==> config.mk <==
export PLATFORM = sky130hd
export DESIGN_NAME = utf8_stream_decoder
export DESIGN_NICKNAME = d
export VERILOG_FILES = /design/src/rtl/u8d_pkg.sv /design/src/rtl/u8d_decode.sv /design/src/rtl/u8d_res_fifo.sv /design/src/rtl/utf8_stream_decoder.sv
export SDC_FILE = /design/constraint.sdc
export NUM_CORES = 1
export LEC_CHECK = 0
export BUFFER_PORTS_ARGS = -buffer_cell sky130_fd_sc_hd__buf_2
export CORE_MARGIN = 3
export CORE_UTILIZATION = 45
export CTS_CLUSTER_SIZE = 25
export DETAILED_ROUTE_END_ITERATION = 12
export GPL_ROUTABILITY_DRIVEN = 1
export PLACE_DENSITY = 0.72
export SYNTH_ARGS = -nofsm -noshare
export SYNTH_HDL_FRONTEND = slang
export SYNTH_SLANG_ARGS = --single-unit
export TNS_END_PERCENT = 20
==> constraint.sdc <==
create_clock -name clk_i -period 3.3 [get_ports clk_i]
set_clock_uncertainty 0.1 [all_clocks]
set_input_delay 0.825 -clock clk_i [delete_from_list [all_inputs] [get_ports clk_i]]
set_output_delay 0.825 -clock clk_i [all_outputs]
set_load 0.01 [all_outputs]
==> src/rtl/u8d_pkg.sv <==
// Shared types and constants for the UTF-8 stream decoder.
// Used by u8d_decode, u8d_res_fifo and utf8_stream_decoder.
`timescale 1ns / 1ps
`default_nettype none

package u8d_pkg;

  localparam int unsigned CpW  = 21;
  localparam int unsigned CntW = 3;

  localparam logic [7:0] AsciiMask   = 8'h80;
  localparam logic [7:0] ContMask    = 8'hC0;
  localparam logic [7:0] ContTag     = 8'h80;
  localparam logic [7:0] Lead2Mask   = 8'hE0;
  localparam logic [7:0] Lead2Tag    = 8'hC0;
  localparam logic [7:0] Lead3Mask   = 8'hF0;
  localparam logic [7:0] Lead3Tag    = 8'hE0;
  localparam logic [7:0] Lead4Mask   = 8'hF8;
  localparam logic [7:0] Lead4Tag    = 8'hF0;
  localparam logic [7:0] Pay2Mask    = 8'h1F;
  localparam logic [7:0] Pay3Mask    = 8'h0F;
  localparam logic [7:0] Pay4Mask    = 8'h07;
  localparam logic [7:0] ContPayMask = 8'h3F;
  // Two-byte leads whose payload is below this value are overlong.
  localparam logic [7:0] Lead2MinPay = 8'h02;

  typedef struct packed {
    logic [CpW-1:0]  code_point;
    logic [CntW-1:0] byte_count;
    logic            is_error;
    logic            last_of_run;
  } result_t;

  typedef struct packed {
    logic [CpW-1:0]  partial_value;
    logic [1:0]      bytes_remaining;
    logic [CntW-1:0] bytes_taken;
  } dec_state_t;

  typedef struct packed {
    result_t    res0;
    result_t    res1;
    logic [1:0] num;
  } dec_out_t;

endpackage

`default_nettype wire

==> src/rtl/u8d_decode.sv <==
// Combinational decode of one byte against the open-sequence state.
// Produces up to two results and the next state. Depends on u8d_pkg.
`timescale 1ns / 1ps
`default_nettype none

module u8d_decode (
  input  wire logic [7:0]         data_byte_i,
  input  wire u8d_pkg::dec_state_t state_i,
  output u8d_pkg::dec_state_t     state_o,
  output u8d_pkg::dec_out_t       out_o
);
  import u8d_pkg::*;

  logic       idle_emit;
  result_t    idle_res;
  dec_state_t idle_st;
  logic [1:0] rem_dec;
  logic [2:0] taken_inc;
  logic [CpW-1:0] cont_val;
  logic       is_cont;

  // Decode as if no sequence were open. The idle state always holds zeros.
  always_comb begin
    idle_emit   = 1'b1;
    idle_res    = '0;
    idle_res.byte_count = 3'd1;
    idle_res.is_error   = 1'b1;
    idle_st     = '0;
    if ((data_byte_i & AsciiMask) == 8'h00) begin
      idle_res.code_point = {13'b0, data_byte_i};
      idle_res.is_error   = 1'b0;
    end else if ((data_byte_i & Lead2Mask) == Lead2Tag) begin
      if ((data_byte_i & Pay2Mask) >= Lead2MinPay) begin
        idle_emit = 1'b0;
        idle_st.partial_value   = {13'b0, data_byte_i & Pay2Mask};
        idle_st.bytes_remaining = 2'd1;
        idle_st.bytes_taken     = 3'd1;
      end
    end else if ((data_byte_i & Lead3Mask) == Lead3Tag) begin
      idle_emit = 1'b0;
      idle_st.partial_value   = {13'b0, data_byte_i & Pay3Mask};
      idle_st.bytes_remaining = 2'd2;
      idle_st.bytes_taken     = 3'd1;
    end else if ((data_byte_i & Lead4Mask) == Lead4Tag) begin
      idle_emit = 1'b0;
      idle_st.partial_value   = {13'b0, data_byte_i & Pay4Mask};
      idle_st.bytes_remaining = 2'd3;
      idle_st.bytes_taken     = 3'd1;
    end
  end

  assign is_cont   = (data_byte_i & ContMask) == ContTag;
  assign rem_dec   = state_i.bytes_remaining - 2'd1;
  assign taken_inc = state_i.bytes_taken + 3'd1;
  assign cont_val  = {state_i.partial_value[CpW-7:0], data_byte_i[5:0] & ContPayMask[5:0]};

  always_comb begin
    state_o = state_i;
    out_o   = '0;
    if (state_i.bytes_remaining == 2'd0) begin
      state_o        = idle_st;
      out_o.res0     = idle_res;
      out_o.num      = {1'b0, idle_emit};
    end else if (is_cont) begin
      if (rem_dec == 2'd0) begin
        state_o                = '0;
        out_o.res0.code_point  = cont_val;
        out_o.res0.byte_count  = taken_inc;
        out_o.num              = 2'd1;
      end else begin
        state_o.partial_value   = cont_val;
        state_o.bytes_remaining = rem_dec;
        state_o.bytes_taken     = taken_inc;
      end
    end else begin
      // The open sequence is dropped, then the byte is decoded afresh.
      state_o               = idle_st;
      out_o.res0.byte_count = state_i.bytes_taken;
      out_o.res0.is_error   = 1'b1;
      out_o.res1            = idle_res;
      out_o.num             = idle_emit ? 2'd2 : 2'd1;
    end
    if (out_o.num == 2'd1) begin
      out_o.res0.last_of_run = 1'b1;
    end else if (out_o.num == 2'd2) begin
      out_o.res1.last_of_run = 1'b1;
    end
  end

endmodule

`default_nettype wire

==> src/rtl/u8d_res_fifo.sv <==
// Result queue: takes up to two results per cycle, delivers one per cycle while ready_i is high.
// Depends on u8d_pkg for the result type.
`timescale 1ns / 1ps
`default_nettype none

module u8d_res_fifo #(
  parameter int unsigned Depth = 4
) (
  input  wire logic             clk_i,
  input  wire logic             rst_ni,
  input  wire logic [1:0]       push_num_i,
  input  wire u8d_pkg::result_t push0_i,
  input  wire u8d_pkg::result_t push1_i,
  output logic                  room2_o,
  output logic                  valid_o,
  input  wire logic             ready_i,
  output u8d_pkg::result_t      data_o
);
  import u8d_pkg::*;

  localparam int unsigned PtrW = (Depth > 1) ? $clog2(Depth) : 1;
  localparam int unsigned CntBits = $clog2(Depth + 1);

  result_t             mem_q [Depth];
  logic [PtrW-1:0]     wr_ptr_q, wr_ptr_d, wr_ptr1, rd_ptr_q, rd_ptr_d;
  logic [CntBits-1:0]  count_q, count_d;
  logic                pop;

  function automatic logic [PtrW-1:0] ptr_inc(input logic [PtrW-1:0] p);
    ptr_inc = (p == PtrW'(Depth - 1)) ? '0 : p + PtrW'(1);
  endfunction

  assign pop      = valid_o && ready_i;
  assign valid_o  = count_q != '0;
  assign data_o   = mem_q[rd_ptr_q];
  assign room2_o  = count_q <= CntBits'(Depth - 2);
  assign wr_ptr1  = ptr_inc(wr_ptr_q);

  always_comb begin
    wr_ptr_d = wr_ptr_q;
    if (push_num_i == 2'd1) begin
      wr_ptr_d = wr_ptr1;
    end else if (push_num_i == 2'd2) begin
      wr_ptr_d = ptr_inc(wr_ptr1);
    end
    rd_ptr_d = pop ? ptr_inc(rd_ptr_q) : rd_ptr_q;
    count_d  = count_q + CntBits'(push_num_i) - CntBits'(pop);
  end

  always_ff @(posedge clk_i or negedge rst_ni) begin
    if (!rst_ni) begin
      wr_ptr_q <= '0;
      rd_ptr_q <= '0;
      count_q  <= '0;
    end else begin
      wr_ptr_q <= wr_ptr_d;
      rd_ptr_q <= rd_ptr_d;
      count_q  <= count_d;
    end
  end

  always_ff @(posedge clk_i) begin
    if (push_num_i != 2'd0) begin
      mem_q[wr_ptr_q] <= push0_i;
    end
    if (push_num_i == 2'd2) begin
      mem_q[wr_ptr1] <= push1_i;
    end
  end

  a_count_bound: assert property (@(posedge clk_i) disable iff (!rst_ni)
    count_q <= CntBits'(Depth))
    else $error("result queue count exceeds its depth");

  a_push_room: assert property (@(posedge clk_i) disable iff (!rst_ni)
    (push_num_i != 2'd0) |-> room2_o)
    else $error("results pushed without room for two");

  a_count_track: assert property (@(posedge clk_i) disable iff (!rst_ni)
    (push_num_i == 2'd0 && !pop) |=> count_q == $past(count_q))
    else $error("queue count moved with no push and no pop");

endmodule

`default_nettype wire

==> src/rtl/utf8_stream_decoder.sv <==
// UTF-8 stream decoder, one input word per clock, one result word per clock when neither side stalls.
// Depends on u8d_pkg, u8d_decode and u8d_res_fifo.
//
// Takes one byte per cycle while the result queue has room for two results. A
// byte is registered on acceptance and decoded from that register into a small
// result queue once the queue has room; the first result it causes reaches the
// output from the queue registers after that push. Bytes are accepted every
// cycle as long as the queue has room for two results; a byte that causes two
// results (a broken sequence followed by a byte that decodes on its own) takes
// two result slots at the output, so the sustained rate is one byte per cycle
// except where the output port, delivering one result per cycle when taken, falls behind.
`timescale 1ns / 1ps
`default_nettype none

module utf8_stream_decoder #(
  parameter int unsigned FifoDepth = 4
) (
  input  wire logic        clk_i,
  input  wire logic        rst_ni,
  input  wire logic        in_valid_i,
  output logic             in_ready_o,
  input  wire logic [7:0]  data_byte_i,
  output logic             out_valid_o,
  input  wire logic        out_ready_i,
  output logic [20:0]      code_point_o,
  output logic [2:0]       byte_count_o,
  output logic             is_error_o,
  output logic             last_of_run_o
);
  import u8d_pkg::*;

  logic       in_valid_q, in_valid_d;
  logic [7:0] in_byte_q;
  dec_state_t state_q, state_d;
  dec_out_t   dec_out;
  logic       room2, adv;
  logic [1:0] push_num;
  result_t    out_res;

  assign adv        = in_valid_q && room2;
  assign in_ready_o = !in_valid_q || adv;
  assign push_num   = adv ? dec_out.num : 2'd0;

  always_comb begin
    in_valid_d = in_valid_q;
    if (in_valid_i && in_ready_o) begin
      in_valid_d = 1'b1;
    end else if (adv) begin
      in_valid_d = 1'b0;
    end
  end

  always_ff @(posedge clk_i or negedge rst_ni) begin
    if (!rst_ni) begin
      in_valid_q <= 1'b0;
      state_q    <= '0;
    end else begin
      in_valid_q <= in_valid_d;
      if (adv) begin
        state_q <= state_d;
      end
    end
  end

  always_ff @(posedge clk_i) begin
    if (in_valid_i && in_ready_o) begin
      in_byte_q <= data_byte_i;
    end
  end

  u8d_decode u_decode (
    .data_byte_i (in_byte_q),
    .state_i     (state_q),
    .state_o     (state_d),
    .out_o       (dec_out)
  );

  u8d_res_fifo #(
    .Depth (FifoDepth)
  ) u_fifo (
    .clk_i      (clk_i),
    .rst_ni     (rst_ni),
    .push_num_i (push_num),
    .push0_i    (dec_out.res0),
    .push1_i    (dec_out.res1),
    .room2_o    (room2),
    .valid_o    (out_valid_o),
    .ready_i    (out_ready_i),
    .data_o     (out_res)
  );

  assign code_point_o  = out_res.code_point;
  assign byte_count_o  = out_res.byte_count;
  assign is_error_o    = out_res.is_error;
  assign last_of_run_o = out_res.last_of_run;

  a_idle_clean: assert property (@(posedge clk_i) disable iff (!rst_ni)
    (state_q.bytes_remaining == 2'd0) |->
      (state_q.partial_value == '0 && state_q.bytes_taken == '0))
    else $error("idle decoder state holds leftover bits");

  a_taken_bound: assert property (@(posedge clk_i) disable iff (!rst_ni)
    (state_q.bytes_remaining != 2'd0) |->
      ({1'b0, state_q.bytes_remaining} + state_q.bytes_taken <= 3'd4))
    else $error("open sequence longer than four bytes");

  a_error_zero: assert property (@(posedge clk_i) disable iff (!rst_ni)
    (out_valid_o && is_error_o) |-> (code_point_o == '0))
    else $error("error result carries a code point");

endmodule

`default_nettype wire

==> results of run 1 <==
==> cells in the final DEF, fill, tap and decap left out, drive strengths merged, types with 3 or more instances in the layout <==
cell and n:
buf 73, dfxtp 64, a22o 60, nand2 55, edfxtp 48, a21oi 30, dfrtp 28, mux4 26
nand3 25, inv 23, o21ai 22, a21boi 20, clkbuf 20, ha 16, nor2 14, o22ai 10
nand2b 6, a21o 6, nor3 6, clkinv 6, a31oi 5, and2 5, nor2b 4, a32oi 3
and2b 3, xnor2 3
==> worst reg2reg max path, cell delays in order (launching register included) <==
cell and delay, ps:
sky130_fd_sc_hd__edfxtp_1 500, sky130_fd_sc_hd__nor3_4 230, sky130_fd_sc_hd__a211oi_4 110, sky130_fd_sc_hd__or4_1 550, sky130_fd_sc_hd__buf_4 180, sky130_fd_sc_hd__inv_1 60
sky130_fd_sc_hd__ha_1 200, sky130_fd_sc_hd__buf_4 200, sky130_fd_sc_hd__nand2_1 180, sky130_fd_sc_hd__nand2_2 200, sky130_fd_sc_hd__nor2_1 60, sky130_fd_sc_hd__buf_4 210
sky130_fd_sc_hd__a22o_1 250
==> layer usage <==
layer / part of all wire (%) / GRT usage (%) / vias to the layer above
met5: 0 / 0 / -
met4: 2.2 / 7.22 / 0
met3: 8.2 / 5.20 / 25
met2: 46 / 32.3 / 227
met1: 44 / 30.3 / 2335
li1: - / - / 2114
==> cell families after synthesis <==
logic type,after synthesis,synth area share (%)
buffers and inverters,50,3.60
DFF,140,54.4
AOI/OAI and AO/OA,164,18.8
and+or+nand+nor,126,9.63
xor gates and xnor gates,3,0.418
muxes,28,9.67
adders and majority gates,17,3.50
==> through the flow <==
stage | TNS, ps | setup WS (ps) | hold WS [ps] | cell area [um^2] | util [%]
after floorplan | 0 | 328 | 335 | 6290 | -
after global routing | -5.72 | -5.72 | 378 | 7440 | 55.3
after CTS | 0 | 4.50 | 359 | 7420 | 55.2
after global placement | 0 | 81.7 | 352 | 6830 | 50.8
after detailed placement | 0 | 21.7 | 355 | 6830 | 50.8
final | 0 | 163 | 343 | 7440 | 55.3
==> layout make-up <==
| type | instances | area (um^2) | area share (%) |
|---|---|---|---|
| clock buffer | 20 | 479 | 6.44 |
| clock inverter | 12 | 108 | 1.45 |
| inverter | 19 | 71.3 | 0.959 |
| multi-input combinational | 338 | 2660 | 35.8 |
| sequential | 140 | 3420 | 46.0 |
| tap | 176 | 220 | 2.96 |
| timing repair buffer | 73 | 475 | 6.39 |
==> how the worst min path moves through the flow <==
stage                                                 from                                to  slack (ps)  depth (start not counted)
after floorplan            u_fifo.mem_q[2][4]$_SDFFE_PP0N_   u_fifo.mem_q[2][4]$_SDFFE_PP0N_         340                          2
after global placement    u_fifo.mem_q[3][13]$_SDFFE_PP0N_  u_fifo.mem_q[3][13]$_SDFFE_PP0N_         350                          1
after detailed placement  u_fifo.mem_q[2][16]$_SDFFE_PP0N_  u_fifo.mem_q[2][16]$_SDFFE_PP0N_         350                          1
after CTS                                           rst_ni           state_q[13]$_DFFE_PN0N_         360                          1
after global routing       u_fifo.mem_q[3][4]$_SDFFE_PP0N_   u_fifo.mem_q[3][4]$_SDFFE_PP0N_         380                          2
final                                               rst_ni           state_q[13]$_DFFE_PN0N_         340                          1
==> Yosys cell counts (2+ instances only) <==
cell | number | area share [%]
sky130_fd_sc_hd__dfxtp_1 | 64 | 20
sky130_fd_sc_hd__a22o_1 | 60 | 8.4
sky130_fd_sc_hd__nand2_1 | 55 | 3.3
sky130_fd_sc_hd__edfxtp_1 | 48 | 23
sky130_fd_sc_hd__a21oi_1 | 30 | 2.4
sky130_fd_sc_hd__dfrtp_1 | 28 | 11
sky130_fd_sc_hd__mux4_2 | 26 | 9.3
sky130_fd_sc_hd__nand3_1 | 25 | 2.0
sky130_fd_sc_hd__a21boi_0 | 20 | 2.4
sky130_fd_sc_hd__inv_1 | 19 | 1.1
sky130_fd_sc_hd__o21ai_0 | 18 | 1.4
sky130_fd_sc_hd__ha_1 | 16 | 3.2
sky130_fd_sc_hd__buf_2 | 15 | 1.2
sky130_fd_sc_hd__nor2_1 | 13 | 0.78
sky130_fd_sc_hd__o22ai_1 | 10 | 0.99
sky130_fd_sc_hd__clkbuf_1 | 7 | 0.42
sky130_fd_sc_hd__a21o_1 | 6 | 0.72
sky130_fd_sc_hd__nand2b_1 | 6 | 0.60
sky130_fd_sc_hd__a31oi_1 | 5 | 0.50
sky130_fd_sc_hd__and2_1 | 5 | 0.50
sky130_fd_sc_hd__buf_1 | 4 | 0.24
sky130_fd_sc_hd__nor2b_1 | 4 | 0.40
sky130_fd_sc_hd__nor3_1 | 4 | 0.32
sky130_fd_sc_hd__o21ai_1 | 4 | 0.32
sky130_fd_sc_hd__a32oi_1 | 3 | 0.42
sky130_fd_sc_hd__and2b_1 | 3 | 0.36
sky130_fd_sc_hd__buf_4 | 3 | 0.36
sky130_fd_sc_hd__xnor2_1 | 3 | 0.42
sky130_fd_sc_hd__and3_1 | 2 | 0.20
sky130_fd_sc_hd__mux2_2 | 2 | 0.36
sky130_fd_sc_hd__nand3b_1 | 2 | 0.24
==> state kept, by name, summed over array words and instances, names as in the netlist <==
register         count
u_fifo.wr_ptr_q      2
in_byte_q            8
u_fifo.count_q       3
u_fifo.mem_q       104
u_fifo.rd_ptr_q      2
state_q             20
in_valid_q           1
==> power by group through the flow <==
stage | registers [mW] | clock network [mW] | logic [mW]
4_1_cts | 2.37 | 1.90 | 2.32
3_5_place_dp | 2.40 | 0 | 2.31
3_3_place_gp | 2.38 | 0 | 2.26
5_1_grt | 2.40 | 1.96 | 2.56
2_1_floorplan | 2.29 | 0 | 1.57
6_report | 2.37 | 1.87 | 2.34
==> Flow_metrics.wiki, run 1 <==
{| class="wikitable"
! Metric !! Value
|-
| Final wirelength || 16100 um
|-
| Antenna-violating nets left || 0
|-
| Wire length per cell || 20.7 um
|-
| Total Die Area || 15400 um^2
|-
| Vias per Instance || 6.04
|-
| Hold violation count in the final report || 0
|-
| Worst endpoint required time || 3510 ps
|-
| Synthesized netlist cell count || 528
|-
| Setup CP Type || flip-flop to flip-flop
|-
| Register-to-Register Path Depth || 12
|-
| Via count || 4701
|-
| First-pass iteration count of the detailed router || 5
|-
| Post CTS Setup Buffer Count || 0
|-
| Highest clock frequency the design can meet || 319 MHz
|-
| Switching part of the total power || 36.3%
|-
| Logic pwr share || 35.6%
|-
| Final non-filler cell total || 778
|-
| Number of antenna violations at the first check in global routing || 0
|-
| Worst Path Max Fanout || 14
|-
| Gpl congestion || 0.940
|-
| Most common cell on crit path || sky130_fd_sc_hd__buf_4
|-
| Clock tree root buffer cell || sky130_fd_sc_hd__clkbuf_16
|-
| Vias in the first global route || 4735
|-
| Total internal power || 4.19 mW
|-
| Class of the tightest hold or removal check || primary input to asynchronous set/reset pin
|-
| Distinct cell type count of the synthesized netlist || 49
|-
| Buffer depth of the longest clock path || 2
|-
| Die height || 124 um
|-
| Depth of the critical timing path with buffers and inverters included || 12
|-
| Worst-path cell chain || nor3_4, a211oi_4, or4_1, buf_4, inv_1, ha_1, buf_4, nand2_1, nand2_2, nor2_1, buf_4, a22o_1
|-
| Number of port buffers || 39
|-
| Fill cells || 1166
|-
| Setup slack of the most critical reg-to-reg path || 160 ps
|-
| Deepest level of the CTS H-tree || 4
|-
| Peak VDD IR || 0.417 mV
|-
| Master of the slowest instance on the critical path || sky130_fd_sc_hd__or4_1
|-
| Power density over the cells || 885 nW/um^2
|-
| Portion of total power attributed to sequential cells || 36.0%
|-
| Total of flip-flops plus latches after synthesis || 140
|-
| Number of pins exceeding their max-slew limit in the final report || 0
|-
| Mean post-synth cell area || 11.9 um^2
|-
| Final net count || 618
|-
| Clock transition at the register clock pins on the worst setup and hold paths after CTS || 60 ps
|-
| PostCTS Resize Cnt || 0
|-
| Endpoints failing setup || 0
|-
| Power consumption || 6.59 mW
|-
| Crit path buf inv count || 4
|-
| Worst path max stage delay || 550 ps
|-
| Worst Setup SP || in_byte_q[3]$_DFFE_PP_
|-
| Dpl cells || 746
|-
| Crit path capture type || flip-flop
|-
| Leakage || 3.00 nW
|-
| Worst r2r dst || u_fifo.mem_q[3][23]$_SDFFE_PP0N_
|-
| Number of clock buffers inserted by TritonCTS || 17
|-
| Total Routing Usage GR || 21.3%
|-
| Io pins || 40
|-
| Maximum number of pins on one net before global-route repair || 29
|-
| Count of flip-flops with a built-in enable after synthesis || 48
|-
| Fraction of synthesis flops using an asynchronous set or reset pin || 20.0%
|-
| Starting density of the core || 46.8%
|-
| X dimension of the die || 124 um
|-
| First-pass GRT wire length || 26100 um
|-
| Arrival @ worst endpoint || 3350 ps
|-
| Violation count after the first detailed-routing iteration || 532
|-
| Share of total power in the clock network || 28.4%
|-
| Maximum capacitance violations || 0
|-
| Sw power || 2.39 mW
|-
| Total clock sinks || 140
|-
| Cell family with most CP delay || simple AND/OR/NAND/NOR gates
|-
| Antenna fix cells || 0
|-
| Synthesized Nets || 557
|-
| Final period util || 95.1%
|-
| Minimum clock period || 3140 ps
|-
| Run status || finished clean
|-
| Clock tree from TritonCTS || done
|-
| DRC viols || 0
|-
| Area Overhead vs Synth || 18.2%
|-
| Worst Setup EP || u_fifo.mem_q[3][23]$_SDFFE_PP0N_
|-
| Detailed Place HPWL || 10800 um
|-
| Max-slew headroom at the worst pin || 53.9%
|-
| Synth Cell Area || 6290 um^2
|-
| Slew @ Worst Pin || 691 ps
|-
| Reg2Reg Launch Point || in_byte_q[3]$_DFFE_PP_
|-
| Sequential cell area fraction in the yosys report || 54.4%
|-
| Hold_buf cts || 0
|-
| Clock insertion delay at the later pin of the skew report || 420 ps
|-
| Startpoint type of the worst setup path || flip-flop
|-
| Layout cell share with drive strength beyond 1 || 24.1%
|-
| Sum of overflow across all layers after global routing || 0
|-
| Number of warnings printed during yosys synthesis || 0
|-
| Synth Flop Type || sky130_fd_sc_hd__dfxtp_1
|-
| CORE AREA || 13500 um^2
|-
| Row Count || 42
|}
Power figures use the tool's default switching activity.
==> run 2: changes to the inputs <==
Settings changed: REMOVE_ABC_BUFFERS set to 1.
==> run 2 against run 1 <==
Via count grew 0.15%. Global-route usage grew 0.78 points. Hold slack lost 11 ps. Sequential share of layout area shrank 0.11 points. Design area grew 0.24%. Die area is the same. Sequential power is essentially flat. Clock-buffer cell count shrank 1. Critical path type unchanged.
==> Flow_metrics.wiki, run 2 (same netlist as run 1, synthesis figures left out) <==
{| class="wikitable"
! Metric !! Value
|-
| Run status || finished clean
|-
| Highest clock frequency the design can meet || 316 MHz (-1.0%)
|-
| Via count || 4708 (+0.15%)
|-
| Vias in the first global route || 4839 (+2.2%)
|-
| Io pins || 40 (unchanged)
|-
| Number of clock buffers inserted by TritonCTS || 17 (unchanged)
|-
| Worst Path Max Fanout || 10 (-4)
|-
| Detailed Place HPWL || 11100 um (+3.5%)
|-
| Worst endpoint required time || 3370 ps (-140 ps)
|-
| Number of port buffers || 39 (unchanged)
|-
| Wire length per cell || 21.7 um (+5.1%)
|-
| Register with the most flip-flops || u_fifo.mem_q
|-
| Final period util || 96.0% (+0.97 points)
|-
| Maximum capacitance violations || 0 (unchanged)
|-
| Hold_buf cts || 0 (unchanged)
|-
| Arrival @ worst endpoint || 3240 ps (-110 ps)
|-
| Final wirelength || 16800 um (+4.5%)
|-
| Final net count || 614 (-0.65%)
|-
| X dimension of the die || 124 um (unchanged)
|-
| Number of pins exceeding their max-slew limit in the final report || 0 (unchanged)
|-
| Total Die Area || 15400 um^2 (unchanged)
|-
| Clock tree root buffer cell || sky130_fd_sc_hd__clkbuf_16
|-
| Peak VDD IR || 0.445 mV (+6.7%)
|-
| Antenna-violating nets left || 0 (unchanged)
|-
| Setup CP Type || flip-flop to flip-flop
|-
| Endpoints failing setup || 0 (unchanged)
|-
| Gpl congestion || 0.965 (+2.7%)
|-
| Class of the tightest hold or removal check || primary input to asynchronous set/reset pin
|-
| Buffer depth of the longest clock path || 2 (unchanged)
|-
| Startpoint type of the worst setup path || flip-flop
|-
| Antenna fix cells || 0 (unchanged)
|-
| Unrepaired setup endpoints after global routing || no
|-
| Slew @ Worst Pin || 665 ps (-25.4 ps)
|-
| Sum of overflow across all layers after global routing || 0 (unchanged)
|-
| First-pass iteration count of the detailed router || 5 (unchanged)
|-
| Leakage || 3.00 nW (+0.28%)
|-
| Leading cell type in the layout, fill and taps excluded || sky130_fd_sc_hd__dfxtp_1
|-
| Fill cells || 1147 (-1.6%)
|-
| Max-slew headroom at the worst pin || 55.6% (+1.7 points)
|-
| Vias per Instance || 6.08 (+0.67%)
|-
| Row Count || 42 (unchanged)
|-
| CORE AREA || 13500 um^2 (unchanged)
|-
| Number of antenna violations at the first check in global routing || 0 (unchanged)
|-
| Total clock sinks || 140 (unchanged)
|-
| Maximum number of pins on one net before global-route repair || 29 (unchanged)
|-
| Hold violation count in the final report || 0 (unchanged)
|-
| Most frequent cells in the layout || 64 x sky130_fd_sc_hd__dfxtp_1, 60 x sky130_fd_sc_hd__a22o_1, 55 x sky130_fd_sc_hd__nand2_1
|-
| Clock transition at the register clock pins on the worst setup and hold paths after CTS || 70 ps (about the same)
|-
| Clock insertion delay at the later pin of the skew report || 430 ps (about the same)
|-
| Layout cell share with drive strength beyond 1 || 22.9% (-1.2 points)
|-
| Minimum clock period || 3170 ps (+31.9 ps)
|-
| DRC viols || 0 (unchanged)
|-
| Largest registers || u_fifo.mem_q (104), state_q (20), in_byte_q (8)
|-
| Clock tree from TritonCTS || done
|-
| Fin Setup TNS || 0 ps (unchanged)
|-
| Flip-flop count of the largest register after layout || 104 (unchanged)
|-
| Die height || 124 um (unchanged)
|-
| Power consumption || 6.83 mW (+3.7%)
|-
| Crit path capture type || flip-flop
|-
| Deepest level of the CTS H-tree || 4 (unchanged)
|-
| Total Routing Usage GR || 22.1% (+0.78 points)
|-
| Power density over the cells || 916 nW/um^2 (+3.4%)
|-
| First-pass GRT wire length || 26800 um (+2.3%)
|-
| Area Overhead vs Synth || 18.5%
|-
| Starting density of the core || 46.8% (unchanged)
|-
| Violation count after the first detailed-routing iteration || 507 (-4.7%)
|}
==> run 2: cell count changes in the layout (fill, tap and decap cells not counted), moves of 2 or more <==
cell                        previous run  this run
sky130_fd_sc_hd__inv_8                 0         2
sky130_fd_sc_hd__bufinv_16             1         4
sky130_fd_sc_hd__nor2_2                2         0
sky130_fd_sc_hd__buf_4                32        29
sky130_fd_sc_hd__clkinv_2              4         0
sky130_fd_sc_hd__a21oi_1              27        30
sky130_fd_sc_hd__a21oi_2               3         0
sky130_fd_sc_hd__clkinv_4              2         4
==> run 2: per-layer routing <==
layer	global-route usage (%)	share of wire, %
met2	34.4	47
met1	30.5	43
met5	0	0
met3	4.55	6.6
met4	8.77	3.2
==> run 2: worst paths after layout <==
path,start,end,slack (ps),depth (start not counted)
max,in_byte_q[3]$_DFFE_PP_,u_fifo.mem_q[3][8]$_DFFE_PP_,130,10
min,rst_ni,state_q[16]$_DFFE_PN0N_,330,1
max reg2reg,in_byte_q[3]$_DFFE_PP_,u_fifo.mem_q[3][8]$_DFFE_PP_,130,10
min reg2reg,u_fifo.mem_q[3][19]$_SDFFE_PP0N_,u_fifo.mem_q[3][19]$_SDFFE_PP0N_,370,1
max in group asynchronous,rst_ni,u_fifo.rd_ptr_q[0]$_DFFE_PN0P_,2290,1
min in group clk_i,u_fifo.mem_q[3][19]$_SDFFE_PP0N_,u_fifo.mem_q[3][19]$_SDFFE_PP0N_,370,1
==> run 2: timing repair <==
| action | 4_1_cts | 5_1_grt |
|---|---|---|
| resized for setup | 1 | 4 |
| endpoints found under the setup margin | 14 | 98 |
| setup buffers | 0 | 0 |
==> run 2: final cells by class <==
class                   count  area [um^2]  share of cell area, %
multi-input cells         338         2650                   35.6
repair buffers             69          433                   5.81
clock buffers              19          454                   6.09
inverters                  19         71.3                  0.957
well taps                 176          220                   2.95
clock inverters            13          201                   2.70
flip-flops and latches    140         3420                   45.9
==> run 2: worst max-delay path: stages, from the launching register on <==
cell and delay [ps]:
sky130_fd_sc_hd__edfxtp_1 550, sky130_fd_sc_hd__nor3_4 250, sky130_fd_sc_hd__a211oi_4 120, sky130_fd_sc_hd__or4_1 630
sky130_fd_sc_hd__inv_1 100, sky130_fd_sc_hd__ha_2 290, sky130_fd_sc_hd__buf_4 170, sky130_fd_sc_hd__nand2_1 140
sky130_fd_sc_hd__nand3_1 160, sky130_fd_sc_hd__a21o_1 270, sky130_fd_sc_hd__a21boi_0 130
==> run 2: power by group <==
part	switching, mW	leakage, nW	internal [mW]
Combinational	1.42	1.36	0.902
Sequential	0.261	1.33	2.14
Clock	0.778	0.322	1.33
Total	2.46	3.00	4.37
==> run 2: through the flow <==
stage               cell area [um^2]  std cells  utilization, %  hold slack [ps]  worst slack, ps
floorplan                       6140        497               -              335             -320
global placement                6790        742            50.5              351              111
detailed placement              6790        742            50.5              354           -0.844
CTS                             7450        774            55.4              343             51.6
global route                    7460        774            55.4              371             13.7
finish                          7460        774            55.4              332              131
